**config.mk**
```make
export PLATFORM = sky130hd
export DESIGN_NAME = chm_queue
export DESIGN_NICKNAME = d
export VERILOG_FILES = /design/src/design/chm_pkg.sv /design/src/design/chm_queue.sv
export SDC_FILE = /design/constraint.sdc
export NUM_CORES = 1
export LEC_CHECK = 0
export BUFFER_PORTS_ARGS = -buffer_cell sky130_fd_sc_hd__buf_2
export CAP_MARGIN = 20
export CORE_AREA = 10 10 47 49
export CTS_CLUSTER_DIAMETER = 200
export DETAILED_ROUTE_END_ITERATION = 10
export DIE_AREA = 0 0 57 59
export PLACE_DENSITY = 0.49
export SYNTH_ARGS = -nofsm -noshare
export SYNTH_HDL_FRONTEND = slang
export SYNTH_SLANG_ARGS = --single-unit
```
**constraint.sdc**
```tcl
create_clock -name clk -period 1.5 [get_ports clk]
set_clock_uncertainty 0.05 [all_clocks]
set_input_delay 0.075 -clock clk [delete_from_list [all_inputs] [get_ports clk]]
set_output_delay 0.075 -clock clk [all_outputs]
set_load 0.03 [all_outputs]
```
**src/design/chm_pkg.sv**
```systemverilog
// chm_pkg: shared widths, codes and defaults of the chained hash member map
// no dependencies; compiled first
`default_nettype none

package chm_pkg;

    // fixed field widths of the channels
    localparam int KEY_WIDTH      = 32;
    localparam int REF_PORT_WIDTH = 8;
    localparam int STATUS_WIDTH   = 2;
    localparam int COUNT_WIDTH    = 5;

    // bucket count after reset
    localparam int COUNT_RESET = 16;

    // modulo unit: key bits retired per cycle
    localparam int DIGIT_BITS = 4;
    localparam int DIV_STEPS  = KEY_WIDTH / DIGIT_BITS;
    localparam int STEP_WIDTH = $clog2(DIV_STEPS);

    // depth of the queue between front and back
    localparam int QUEUE_DEPTH = 2;

    // parameter defaults
    localparam int DEF_NUM_BUCKETS  = 16;
    localparam int DEF_BUCKET_DEPTH = 8;
    localparam int DEF_REF_WIDTH    = 8;

    // command codes
    localparam logic CMD_INSERT = 1'b0;
    localparam logic CMD_LOOKUP = 1'b1;

    // result status codes
    localparam logic [STATUS_WIDTH-1:0] ST_INSERTED = 2'd0;
    localparam logic [STATUS_WIDTH-1:0] ST_FOUND    = 2'd1;
    localparam logic [STATUS_WIDTH-1:0] ST_MISSING  = 2'd2;
    localparam logic [STATUS_WIDTH-1:0] ST_FULL     = 2'd3;

endpackage

`default_nettype wire

```
**src/design/chm_queue.sv**
```systemverilog
// chm_queue: short first-in first-out queue between front and back
// depends on chm_pkg
`default_nettype none

module chm_queue
    import chm_pkg::*;
#(
    parameter int WIDTH = 1,
    parameter int DEPTH = QUEUE_DEPTH
)
(
    input  wire logic             clk,
    input  wire logic             rst_n,
    input  wire logic             wr_valid,
    output logic                  wr_ready,
    input  wire logic [WIDTH-1:0] wr_data,
    output logic                  rd_valid,
    input  wire logic             rd_ready,
    output logic [WIDTH-1:0]      rd_data
);

    localparam int PW = (DEPTH > 1) ? $clog2(DEPTH) : 1;
    localparam int CW = $clog2(DEPTH + 1);

    logic [WIDTH-1:0] data_reg [DEPTH];
    logic [PW-1:0]    wr_ptr_reg;
    logic [PW-1:0]    rd_ptr_reg;
    logic [CW-1:0]    count_reg;
    logic             do_wr;
    logic             do_rd;

    assign wr_ready = (count_reg != CW'(DEPTH));
    assign rd_valid = (count_reg != '0);
    assign rd_data  = data_reg[rd_ptr_reg];
    assign do_wr    = wr_valid && wr_ready;
    assign do_rd    = rd_valid && rd_ready;

    // pointers and occupancy
    always_ff @(posedge clk or negedge rst_n)
    begin
        if (!rst_n)
        begin
            wr_ptr_reg <= '0;
            rd_ptr_reg <= '0;
            count_reg  <= '0;
        end
        else
        begin
            if (do_wr)
            begin
                wr_ptr_reg <= (wr_ptr_reg == PW'(DEPTH - 1)) ? '0 : wr_ptr_reg + PW'(1);
            end
            if (do_rd)
            begin
                rd_ptr_reg <= (rd_ptr_reg == PW'(DEPTH - 1)) ? '0 : rd_ptr_reg + PW'(1);
            end
            if (do_wr && !do_rd)
            begin
                count_reg <= count_reg + CW'(1);
            end
            else if (do_rd && !do_wr)
            begin
                count_reg <= count_reg - CW'(1);
            end
        end
    end

    // storage
    always_ff @(posedge clk)
    begin
        if (do_wr)
        begin
            data_reg[wr_ptr_reg] <= wr_data;
        end
    end

endmodule

`default_nettype wire

```
==> out/results.txt <==
Core area = 1400 um^2
Syn. warnings = 0
Tightest Hold Check Type = input port to register
Post-Syn Nets = 27
Sequential power share = 0.324
Synthesized instance count = 21
Worst Max-Slew Pin Slew = 0.162 ns
Post-detailed-route wirelength per cell = 11.1 um
Gp weighted congestion = 0.629
Total of max-cap violations = 0
Placed cell areas = 345 um^2
Comb pwr share = 0.514
Initial antenna violation count = 0
CTS tree = built
Final Cycle Share = 0.960
CTS H-tree lvls = 1
Clk buf depth = 2
Synthesized flop and latch total = 6
Worst path arrival time = 1.50 ns
Switching power summed over all nets = 355 uW
Total CTS buffers = 3
Post-route cell area = 430 um^2
Endpoints failing hold = 0
Starting Density = 0.202
Tmin final = 1.44 ns
Drt pass-1 iters = 1
Mapped Avg Cell Area = 13.5 um^2
Clk root buf = clkbuf_4
Routed Antenna Nets = 0
Max VDD drop = 877 uV
Vias = 205
Pin count of the biggest net entering global routing = 5
Total gr overflow = 0
Drt drc = 0
I/O pins = 8
Die X = 57 um
PnR worst setup slack = 0.0606 ns
Final core occ = 0.307
Vias in the first global route = 232
Highest Clock Rate = 695 MHz
DR iter-0 viols = 0
Worst Setup Start Kind = register
Post-synthesis sequential area ratio = 0.566
Total chip power = 957 uW
LEAKAGE = 0.198 nW
Worst-Skew Late Latency = 0.23 ns
Switching Share = 0.371
Cell Area, Synth = 283 um^2
Netlist cell types = 13
GRT Util Overall = 0.0391
P_int = 602 uW
Share of cells above drive strength 1 = 0.553
HPWL Detailed = 464 um
Crit path max fanout = 3
Routed vias/inst = 3.80
Clk network pwr share = 0.162
Port Buffers = 7
Clock transition at path regs = 0.05 ns
Die height = 59 um
Crit. End Element = register
Final nets = 45
Die Area = 3360 um^2
Synth-to-Final Area Change = 52.2%
CP Class = register to register
DP Worst Slack = 0.0321 ns
First-pass GRT wire length = 1.00 mm
Relative slew slack = 0.893
Status = complete, no violations
Antenna diode count = 0
Final Slew Violations = 0
# rows = 14
Endpoints failing setup = 0
CP Data Required Time = 1.56 ns
WL final = 597 um
Pwr Density = 2220 nW/um^2
Clock sink count = 6
layer usage:
metal  GRT usage  routed length [um]
met2      0.0543                 268
met4      0.0101                   0
met1      0.0397                 260
met5           0                   0
met3      0.0408                  68
final cells by class:
| cell class | instances | area (um^2) |
|---|---|---|
| Fill cell | 152 | 971 |
| Sequential cell | 6 | 161 |
| Multi-Input combinational cell | 14 | 134 |
| Timing Repair Buffer | 13 | 85.1 |
| Clock buffer | 4 | 26.3 |
| Tap cell | 16 | 20.0 |
| Inverter | 1 | 3.75 |
path summary, 6_finish.rpt:
path / startpoint / to / slack [ns] / cells past startpoint
setup / recovery: count_reg[1]$_DFFE_PN0P_ / count_reg[1]$_DFFE_PN0P_ / 0.06 / 6
hold / removal: rd_ready / rd_ptr_reg$_DFFE_PN0P_ / 0.07 / 3
setup reg to reg: count_reg[1]$_DFFE_PN0P_ / count_reg[1]$_DFFE_PN0P_ / 0.06 / 6
hold reg to reg: wr_ptr_reg$_DFFE_PN0P_ / wr_ptr_reg$_DFFE_PN0P_ / 0.44 / 1
max in group asynchronous: rst_n / count_reg[1]$_DFFE_PN0P_ / 1.13 / 2
min in group asynchronous: rst_n / rd_ptr_reg$_DFFE_PN0P_ / 0.13 / 2
cell usage in the layout, fill, tap and decap left out:
cell type,synthesis,layout
buf_2,0,7
buf_4,0,4
xnor2_1,3,3
clkbuf_4,0,3
dfrtp_1,4,3
nor2_1,2,2
xor2_1,2,2
edfxtp_1,2,2
dlygate4sd3_1,0,2
nand2b_4,1,1
nand2_2,0,1
inv_1,1,1
or2_4,1,1
nand2_4,1,1
mux2_2,1,1
and3_1,1,1
ha_4,0,1
clkbuf_1,0,1
dfrtp_2,0,1
logic make-up (layout without fill, tap and decap cells):
logic type               count (synthesis)  count (layout)  share of synthesized area
AND/OR/NAND/NOR                          7               7                      0.181
adder cells (fa/ha/maj)                  1               1                     0.0442
XOR/XNOR                                 5               5                      0.155
multiplexers                             1               1                     0.0398
flip-flops                               6               6                      0.566
buffers and inverters                    1              18                     0.0133
power by group through the flow:
stage	registers (mW)	logic, mW	clock network, mW
after floorplan	0.301	0.312	0
after detailed placement	0.316	0.399	0
final	0.310	0.492	0.155
after global routing	0.325	0.539	0.177
after global placement	0.311	0.386	0
after CTS	0.313	0.406	0.165
synthesized netlist by cell type, drive strengths merged:
cell / n / area [um^2]
xnor2: 3 / 26.3
nand2: 2 / 15.0
nand2b: 1 / 13.8
inv: 1 / 3.75
mux2: 1 / 11.3
or2: 1 / 8.76
xor2: 2 / 17.5
and3: 1 / 6.26
ha: 1 / 12.5
nor2: 2 / 7.51
dfrtp: 4 / 100
edfxtp: 2 / 60.1
worst max-delay path: stages (launching register included):
cell,delay [ns]
dfrtp_2,0.43
or2_4,0.27
nand2_4,0.08
ha_4,0.12
xor2_1,0.13
nor2_1,0.08
xor2_1,0.16
repair_timing:
item	in CTS	in global routing
gates resized for setup	0	4
endpoints found under the hold margin	6	0
hold buffers	2	0
setup buffers	0	3
setup endpoints to repair	0	1
through the flow:
step           TNS, ns  hold WS, ns  std cells
2_1_floorplan        0       -0.271         21
3_3_place_gp         0       -0.165         45
4_1_cts              0       0.0363         51
3_5_place_dp         0       -0.164         45
6_report             0       0.0701         54
5_1_grt        -0.0425       0.0705         54
(Power assumes the default switching activity.)
