$ cat config.mk
export PLATFORM = sky130hd
export DESIGN_NAME = chm_front_flat
export DESIGN_NICKNAME = d
export VERILOG_FILES = /design/src/design/chm_pkg.sv /design/src/design/chm_req_if.sv /design/src/design/chm_cfg_if.sv /design/src/design/chm_front.sv /design/src/flat_wrapper.sv
export SDC_FILE = /design/constraint.sdc
export NUM_CORES = 1
export LEC_CHECK = 0
export ABC_AREA = 1
export BUFFER_PORTS_ARGS = -buffer_cell sky130_fd_sc_hd__buf_4
export CORE_MARGIN = 5
export CORE_UTILIZATION = 50
export CTS_CLUSTER_DIAMETER = 100
export DETAILED_ROUTE_END_ITERATION = 16
export PLACE_DENSITY = 0.75
export RECOVER_POWER = 25
export SLEW_MARGIN = 20
export SYNTH_ARGS = -nofsm -noshare
export SYNTH_HDL_FRONTEND = slang
export SYNTH_SLANG_ARGS = --single-unit
$ cat constraint.sdc
create_clock -name clk -period 14.94 [get_ports clk]
set_clock_uncertainty 0.15 [all_clocks]
set_input_delay 0.747 -clock clk [delete_from_list [all_inputs] [get_ports clk]]
set_output_delay 0.747 -clock clk [all_outputs]
set_load 0.005 [all_outputs]
$ cat src/design/chm_pkg.sv
// chm_pkg: shared widths, codes and defaults of the chained hash member map
// no dependencies; compiled first
`default_nettype none

package chm_pkg;

    // fixed field widths of the channels
    localparam int KEY_WIDTH      = 32;
    localparam int REF_PORT_WIDTH = 8;
    localparam int STATUS_WIDTH   = 2;
    localparam int COUNT_WIDTH    = 5;

    // bucket count after reset
    localparam int COUNT_RESET = 16;

    // modulo unit: key bits retired per cycle
    localparam int DIGIT_BITS = 4;
    localparam int DIV_STEPS  = KEY_WIDTH / DIGIT_BITS;
    localparam int STEP_WIDTH = $clog2(DIV_STEPS);

    // depth of the queue between front and back
    localparam int QUEUE_DEPTH = 2;

    // parameter defaults
    localparam int DEF_NUM_BUCKETS  = 16;
    localparam int DEF_BUCKET_DEPTH = 8;
    localparam int DEF_REF_WIDTH    = 8;

    // command codes
    localparam logic CMD_INSERT = 1'b0;
    localparam logic CMD_LOOKUP = 1'b1;

    // result status codes
    localparam logic [STATUS_WIDTH-1:0] ST_INSERTED = 2'd0;
    localparam logic [STATUS_WIDTH-1:0] ST_FOUND    = 2'd1;
    localparam logic [STATUS_WIDTH-1:0] ST_MISSING  = 2'd2;
    localparam logic [STATUS_WIDTH-1:0] ST_FULL     = 2'd3;

endpackage

`default_nettype wire

$ cat src/design/chm_req_if.sv
// chm_req_if: request channel (insert or lookup word)
// depends on chm_pkg
`default_nettype none

interface chm_req_if
    import chm_pkg::*;
();
    logic                      valid;
    logic                      ready;
    logic                      command;
    logic [KEY_WIDTH-1:0]      key_hash;
    logic [REF_PORT_WIDTH-1:0] member_ref;

    modport source (output valid, output command, output key_hash, output member_ref,
                    input ready);
    modport sink   (input valid, input command, input key_hash, input member_ref,
                    output ready);
endinterface

`default_nettype wire

$ cat src/design/chm_cfg_if.sv
// chm_cfg_if: configuration write channel for the bucket count register
// depends on chm_pkg
`default_nettype none

interface chm_cfg_if
    import chm_pkg::*;
();
    logic                   valid;
    logic                   ready;
    logic [COUNT_WIDTH-1:0] data;

    modport source (output valid, output data, input ready);
    modport sink   (input valid, input data, output ready);
endinterface

`default_nettype wire

$ cat src/design/chm_front.sv
// chm_front: accepts request words, reduces the key hash modulo the bucket count
// depends on chm_pkg, chm_req_if, chm_cfg_if
`default_nettype none

module chm_front
    import chm_pkg::*;
#(
    parameter int NUM_BUCKETS = DEF_NUM_BUCKETS,
    parameter int REF_WIDTH   = DEF_REF_WIDTH,
    localparam int BW = (NUM_BUCKETS > 1) ? $clog2(NUM_BUCKETS) : 1,
    localparam int RK = (REF_WIDTH < REF_PORT_WIDTH) ? REF_WIDTH : REF_PORT_WIDTH,
    localparam int QW = 1 + KEY_WIDTH + RK + BW
)
(
    input  wire logic          clk,
    input  wire logic          rst_n,
    chm_req_if.sink            req,
    chm_cfg_if.sink            cfg,
    output logic               push_valid,
    input  wire logic          push_ready,
    output logic [QW-1:0]      push_data
);

    localparam int CountMax = (NUM_BUCKETS < (2**COUNT_WIDTH - 1)) ?
                              NUM_BUCKETS : (2**COUNT_WIDTH - 1);
    localparam int CountInit = (COUNT_RESET < CountMax) ? COUNT_RESET : CountMax;

    localparam logic [1:0] F_IDLE = 2'd0;
    localparam logic [1:0] F_DIV  = 2'd1;
    localparam logic [1:0] F_PUSH = 2'd2;

    logic [1:0]             state_reg;
    logic [1:0]             state_next;
    logic [COUNT_WIDTH-1:0] count_reg;
    logic [COUNT_WIDTH-1:0] count_next;
    logic [STEP_WIDTH-1:0]  step_reg;
    logic [COUNT_WIDTH-1:0] rem_reg;
    logic [COUNT_WIDTH-1:0] rem_next;
    logic [KEY_WIDTH-1:0]   shift_reg;
    logic                   cmd_reg;
    logic [KEY_WIDTH-1:0]   key_reg;
    logic [RK-1:0]          ref_reg;
    logic                   req_take;

    assign req.ready  = (state_reg == F_IDLE);
    assign cfg.ready  = 1'b1;
    assign req_take   = req.valid && req.ready;
    assign push_valid = (state_reg == F_PUSH);
    assign push_data  = {cmd_reg, key_reg, ref_reg, BW'(rem_reg)};

    // saturate the written count into 1..CountMax
    always_comb
    begin
        if (cfg.data == '0)
        begin
            count_next = COUNT_WIDTH'(1);
        end
        else if (int'(cfg.data) > CountMax)
        begin
            count_next = COUNT_WIDTH'(CountMax);
        end
        else
        begin
            count_next = cfg.data;
        end
    end

    // one radix-16 digit of restoring remainder per cycle
    always_comb
    begin
        logic [COUNT_WIDTH:0]   trial;
        logic [COUNT_WIDTH-1:0] rem_v;
        rem_v = rem_reg;
        for (int i = 0; i < DIGIT_BITS; i++)
        begin
            trial = {rem_v, shift_reg[KEY_WIDTH-1-i]};
            if (trial >= {1'b0, count_reg})
            begin
                trial = trial - {1'b0, count_reg};
            end
            rem_v = trial[COUNT_WIDTH-1:0];
        end
        rem_next = rem_v;
    end

    // front sequencer
    always_comb
    begin
        state_next = state_reg;
        unique case (state_reg)
            F_IDLE:
            begin
                if (req_take)
                begin
                    state_next = F_DIV;
                end
            end
            F_DIV:
            begin
                if (step_reg == STEP_WIDTH'(DIV_STEPS - 1))
                begin
                    state_next = F_PUSH;
                end
            end
            F_PUSH:
            begin
                if (push_ready)
                begin
                    state_next = F_IDLE;
                end
            end
            default:
            begin
                state_next = F_IDLE;
            end
        endcase
    end

    // control registers
    always_ff @(posedge clk or negedge rst_n)
    begin
        if (!rst_n)
        begin
            state_reg <= F_IDLE;
            count_reg <= COUNT_WIDTH'(CountInit);
            step_reg  <= '0;
        end
        else
        begin
            state_reg <= state_next;
            if (cfg.valid)
            begin
                count_reg <= count_next;
            end
            if (req_take)
            begin
                step_reg <= '0;
            end
            else if (state_reg == F_DIV)
            begin
                step_reg <= step_reg + STEP_WIDTH'(1);
            end
        end
    end

    // word and remainder datapath
    always_ff @(posedge clk)
    begin
        if (req_take)
        begin
            cmd_reg   <= req.command;
            key_reg   <= req.key_hash;
            ref_reg   <= req.member_ref[RK-1:0];
            shift_reg <= req.key_hash;
            rem_reg   <= '0;
        end
        else if (state_reg == F_DIV)
        begin
            rem_reg   <= rem_next;
            shift_reg <= shift_reg << DIGIT_BITS;
        end
    end

endmodule

`default_nettype wire

$ cat src/flat_wrapper.sv
// flat-port wrapper written by rule: the top's interface ports become plain ports
module chm_front_flat import chm_pkg::*;
#(
    parameter int NUM_BUCKETS = DEF_NUM_BUCKETS,
    parameter int REF_WIDTH   = DEF_REF_WIDTH,
    localparam int BW = (NUM_BUCKETS > 1) ? $clog2(NUM_BUCKETS) : 1,
    localparam int RK = (REF_WIDTH < REF_PORT_WIDTH) ? REF_WIDTH : REF_PORT_WIDTH,
    localparam int QW = 1 + KEY_WIDTH + RK + BW
)
  (clk, rst_n, push_valid, push_ready, push_data, req_valid, req_command, req_key_hash, req_member_ref, req_ready, cfg_valid, cfg_data, cfg_ready);
  chm_req_if req_i ();
  chm_cfg_if cfg_i ();
  input  wire logic clk;
  input  wire logic rst_n;
  output logic push_valid;
  input  wire logic push_ready;
  output logic [QW-1:0] push_data;
  input wire logic [$bits(req_i.valid)-1:0] req_valid;
  input wire logic [$bits(req_i.command)-1:0] req_command;
  input wire logic [$bits(req_i.key_hash)-1:0] req_key_hash;
  input wire logic [$bits(req_i.member_ref)-1:0] req_member_ref;
  output wire logic [$bits(req_i.ready)-1:0] req_ready;
  input wire logic [$bits(cfg_i.valid)-1:0] cfg_valid;
  input wire logic [$bits(cfg_i.data)-1:0] cfg_data;
  output wire logic [$bits(cfg_i.ready)-1:0] cfg_ready;
  assign req_i.valid = req_valid;
  assign req_i.command = req_command;
  assign req_i.key_hash = req_key_hash;
  assign req_i.member_ref = req_member_ref;
  assign req_ready = req_i.ready;
  assign cfg_i.valid = cfg_valid;
  assign cfg_i.data = cfg_data;
  assign cfg_ready = cfg_i.ready;
  chm_front #(.NUM_BUCKETS(NUM_BUCKETS), .REF_WIDTH(REF_WIDTH)) u_core (.clk(clk), .rst_n(rst_n), .req(req_i), .cfg(cfg_i), .push_valid(push_valid), .push_ready(push_ready), .push_data(push_data));
endmodule
==> flow_metrics.tcl <==
set metrics [dict create \
    synth-simple-area-share_pct 23.2 \
    avgViaCountPerCell 5.03 \
    drtAntennaViolNets 0 \
    synth_area_leader_cell "edfxtp_1" \
    fp.dieArea_um2 10800 \
    cts_htree_levels 3 \
    portBuffers 97 \
    cts.sinks 88 \
    nets 610 \
    vias 3247 \
    syn_inst 434 \
    cts_buffers 9 \
    die_h_um 104 \
    status "complete, no violations" \
    pin_count 99 \
    antenna_found_initial 0 \
    postCtsResizedCells 0 \
    hold_path.class "in2async" \
    cts_setup_buffers 0 \
    clockBufferDepth 2 \
    period_minus_slack_ns 5.98 \
    seqCellArea_um2 2540 \
    synth_xor_area_share_pct 1.98 \
    critPathSlowestCell "dfstp_2" \
    crit_required_ns 15.02 \
    synth_top_family_by_area "simple AND/OR/NAND/NOR gates" \
    synth_cell_types 38 \
    synth-compound-area-share_pct 3.50 \
    initial_core_util_pct 51.0 \
    finalHoldViolations 0 \
    synth_edf_count 73 \
    drtIter0Drc 148 \
    cts.clk_slew.worst_paths_ns 0.08 \
    layout_common_cells "nand2_1 (157), edfxtp_1 (73), buf_4 (57)" \
    wl_per_cell_um 14.5 \
    die_w_um 104 \
    clock_latency_ns 0.33 \
    synth.area.top_cells "edfxtp_1 (50%), nand2_1 (13%), ha_1 (6.2%), dfrtp_1 (5.1%), inv_1 (3.9%)" \
    grt_overflow 0 \
    coreArea_um2 8680 \
    dp_hpwl_um 7020 \
    drive_above_1_share_pct 23.5 \
    cap_viol_max_count 0 \
    synth_top_area_share_pct 49.5 \
    firstDrtPassIters 5 \
    synth_area_um2 4430 \
    grt_pass1_wl_um 15300 \
    ctsHoldBuffers 0 \
    fp-row-count 34 \
    gp_congestion 0.963 \
    syn_avg_cell_area_um2 10.2 \
    syn_nets 511 \
    cp-start-kind "register" \
    fillers 727 \
    tritoncts "yes" \
    insertedDiodeCount 0 \
    grt_max_degree 70 \
    drt_wl_total_um 9350 \
    rsz0062_at_grt "no" \
    crit_top_cell "nand2_1" \
    setup_violations 0 \
    max_clock_freq_mhz 167 \
    area_growth_pct 20.4 \
    synthFlopType "edfxtp_1" \
    synthArstFlopShare_pct 11.4 \
    cp-end-kind "register" \
    worst-endpoint-arrival_ns 6.06 \
    final_common_cell "nand2_1" \
    synth-warning-count 0 \
    finalCritPeriodShare_pct 40.0 \
    worst_pin_slew_ns 0.787 \
    synth_fa_ha_area_share_pct 8.03 \
    max_stage_delay_ns 0.53 \
    synth_seq_cells 88 \
    timing_worst_setup_path_type "reg2reg" \
    synth-seq-area-share_pct 57.5 \
    cts_root_buf "clkbuf_8" \
    grt_pass1_vias 3251 \
    relSlewSlack_pct 47.5 \
    setup_tns_ns 0 \
    drv_slew 0 \
    grt_usage_pct 17.1 \
    cp_max_fo 6 \
    synth_mux_area_share_pct 0 \
    multi_input_comb_area_um2 1630 \
    drc 0 \
]
area by class of cell:
cell class                 count  share of cell area, %
multi-input combinational    285                   30.6
timing repair buffer         100                   12.8
clock inverter                 5                  0.470
sequential                    88                   47.7
inverter                      49                   3.45
clock buffer                  10                   2.39
tap                          108                   2.54
critical path, delay by kind of cell (launching register included):
kind                     cells  cell delay [ns]
buffers and inverters        6             0.47
adder cells (fa/ha/maj)      4             1.40
AO/OA/AOI/OAI                5             1.08
flip-flops                   1             0.53
AND/OR/NAND/NOR             21             2.23
cells by family (layout without fill, tap and decap cells):
logic type,after synthesis,after routing
AND/OR/NAND/NOR,221,221
flip-flops,88,88
AO/OA/AOI/OAI,27,27
XOR/XNOR,10,10
other,1,1
adder cells (fa/ha/maj),26,26
buffers and inverters,61,164
path summary, 6_finish.rpt:
kind,from,endpoint,slack [ns],cells after the start
max in group asynchronous,rst_n,u_core.count_reg[4],14.07,1
min in group clk,u_core.shift_reg[20],u_core.shift_reg[24],0.36,2
max reg2reg,u_core.count_reg[4],u_core.rem_reg[3],8.96,36
min reg2reg,u_core.shift_reg[20],u_core.shift_reg[24],0.36,2
max,u_core.count_reg[4],u_core.rem_reg[3],8.96,36
min,rst_n,u_core.state_reg[0],0.21,1
cell usage after synthesis, types with 2 or more instances:
cell type,count
nor2_1,12
ha_1,22
nor2_2,7
xnor2_1,7
a21oi_1,8
nand2_1,157
o21ai_0,11
nand3_4,3
inv_1,46
fa_1,4
nand4_1,3
edfxtp_1,73
buf_4,6
nand2_2,5
nand3_1,20
a22o_1,2
nand2_4,3
o22ai_1,3
clkbuf_1,4
xor2_1,3
nor2_4,2
nand3_2,3
nand3b_1,2
inv_2,2
dfxtp_1,5
dfrtp_1,9
routing by layer:
metal | up-vias | global-route usage [%] | wire, um | part of all wire [%]
met2 | 95 | 29.0 | 4530 | 48
li1 | 1621 | - | - | -
met5 | - | 0 | 0 | 0
met4 | 0 | 6.38 | 225 | 2.4
met3 | 15 | 4.84 | 613 | 6.6
met1 | 1516 | 20.8 | 3980 | 43
stage by stage:
| stage | instance area, um2 | utilization (%) | std cells | worst slack (ns) | hold slack (ns) |
|---|---|---|---|---|---|
| floorplan | 4430 | - | 434 | 9.62 | 0.301 |
| CTS | 5400 | 62.2 | 645 | 8.97 | 0.0633 |
| global route | 5330 | 61.4 | 645 | 8.49 | 0.245 |
| finish | 5330 | 61.4 | 645 | 8.96 | 0.208 |
| detailed placement | 5240 | 60.4 | 630 | 8.99 | 0.339 |
| global placement | 5240 | 60.4 | 630 | 9.19 | 0.340 |
Power is left out: the tool's default activity adds up to more than one toggle a clock period on the data nets, which glitch-free logic cannot reach.
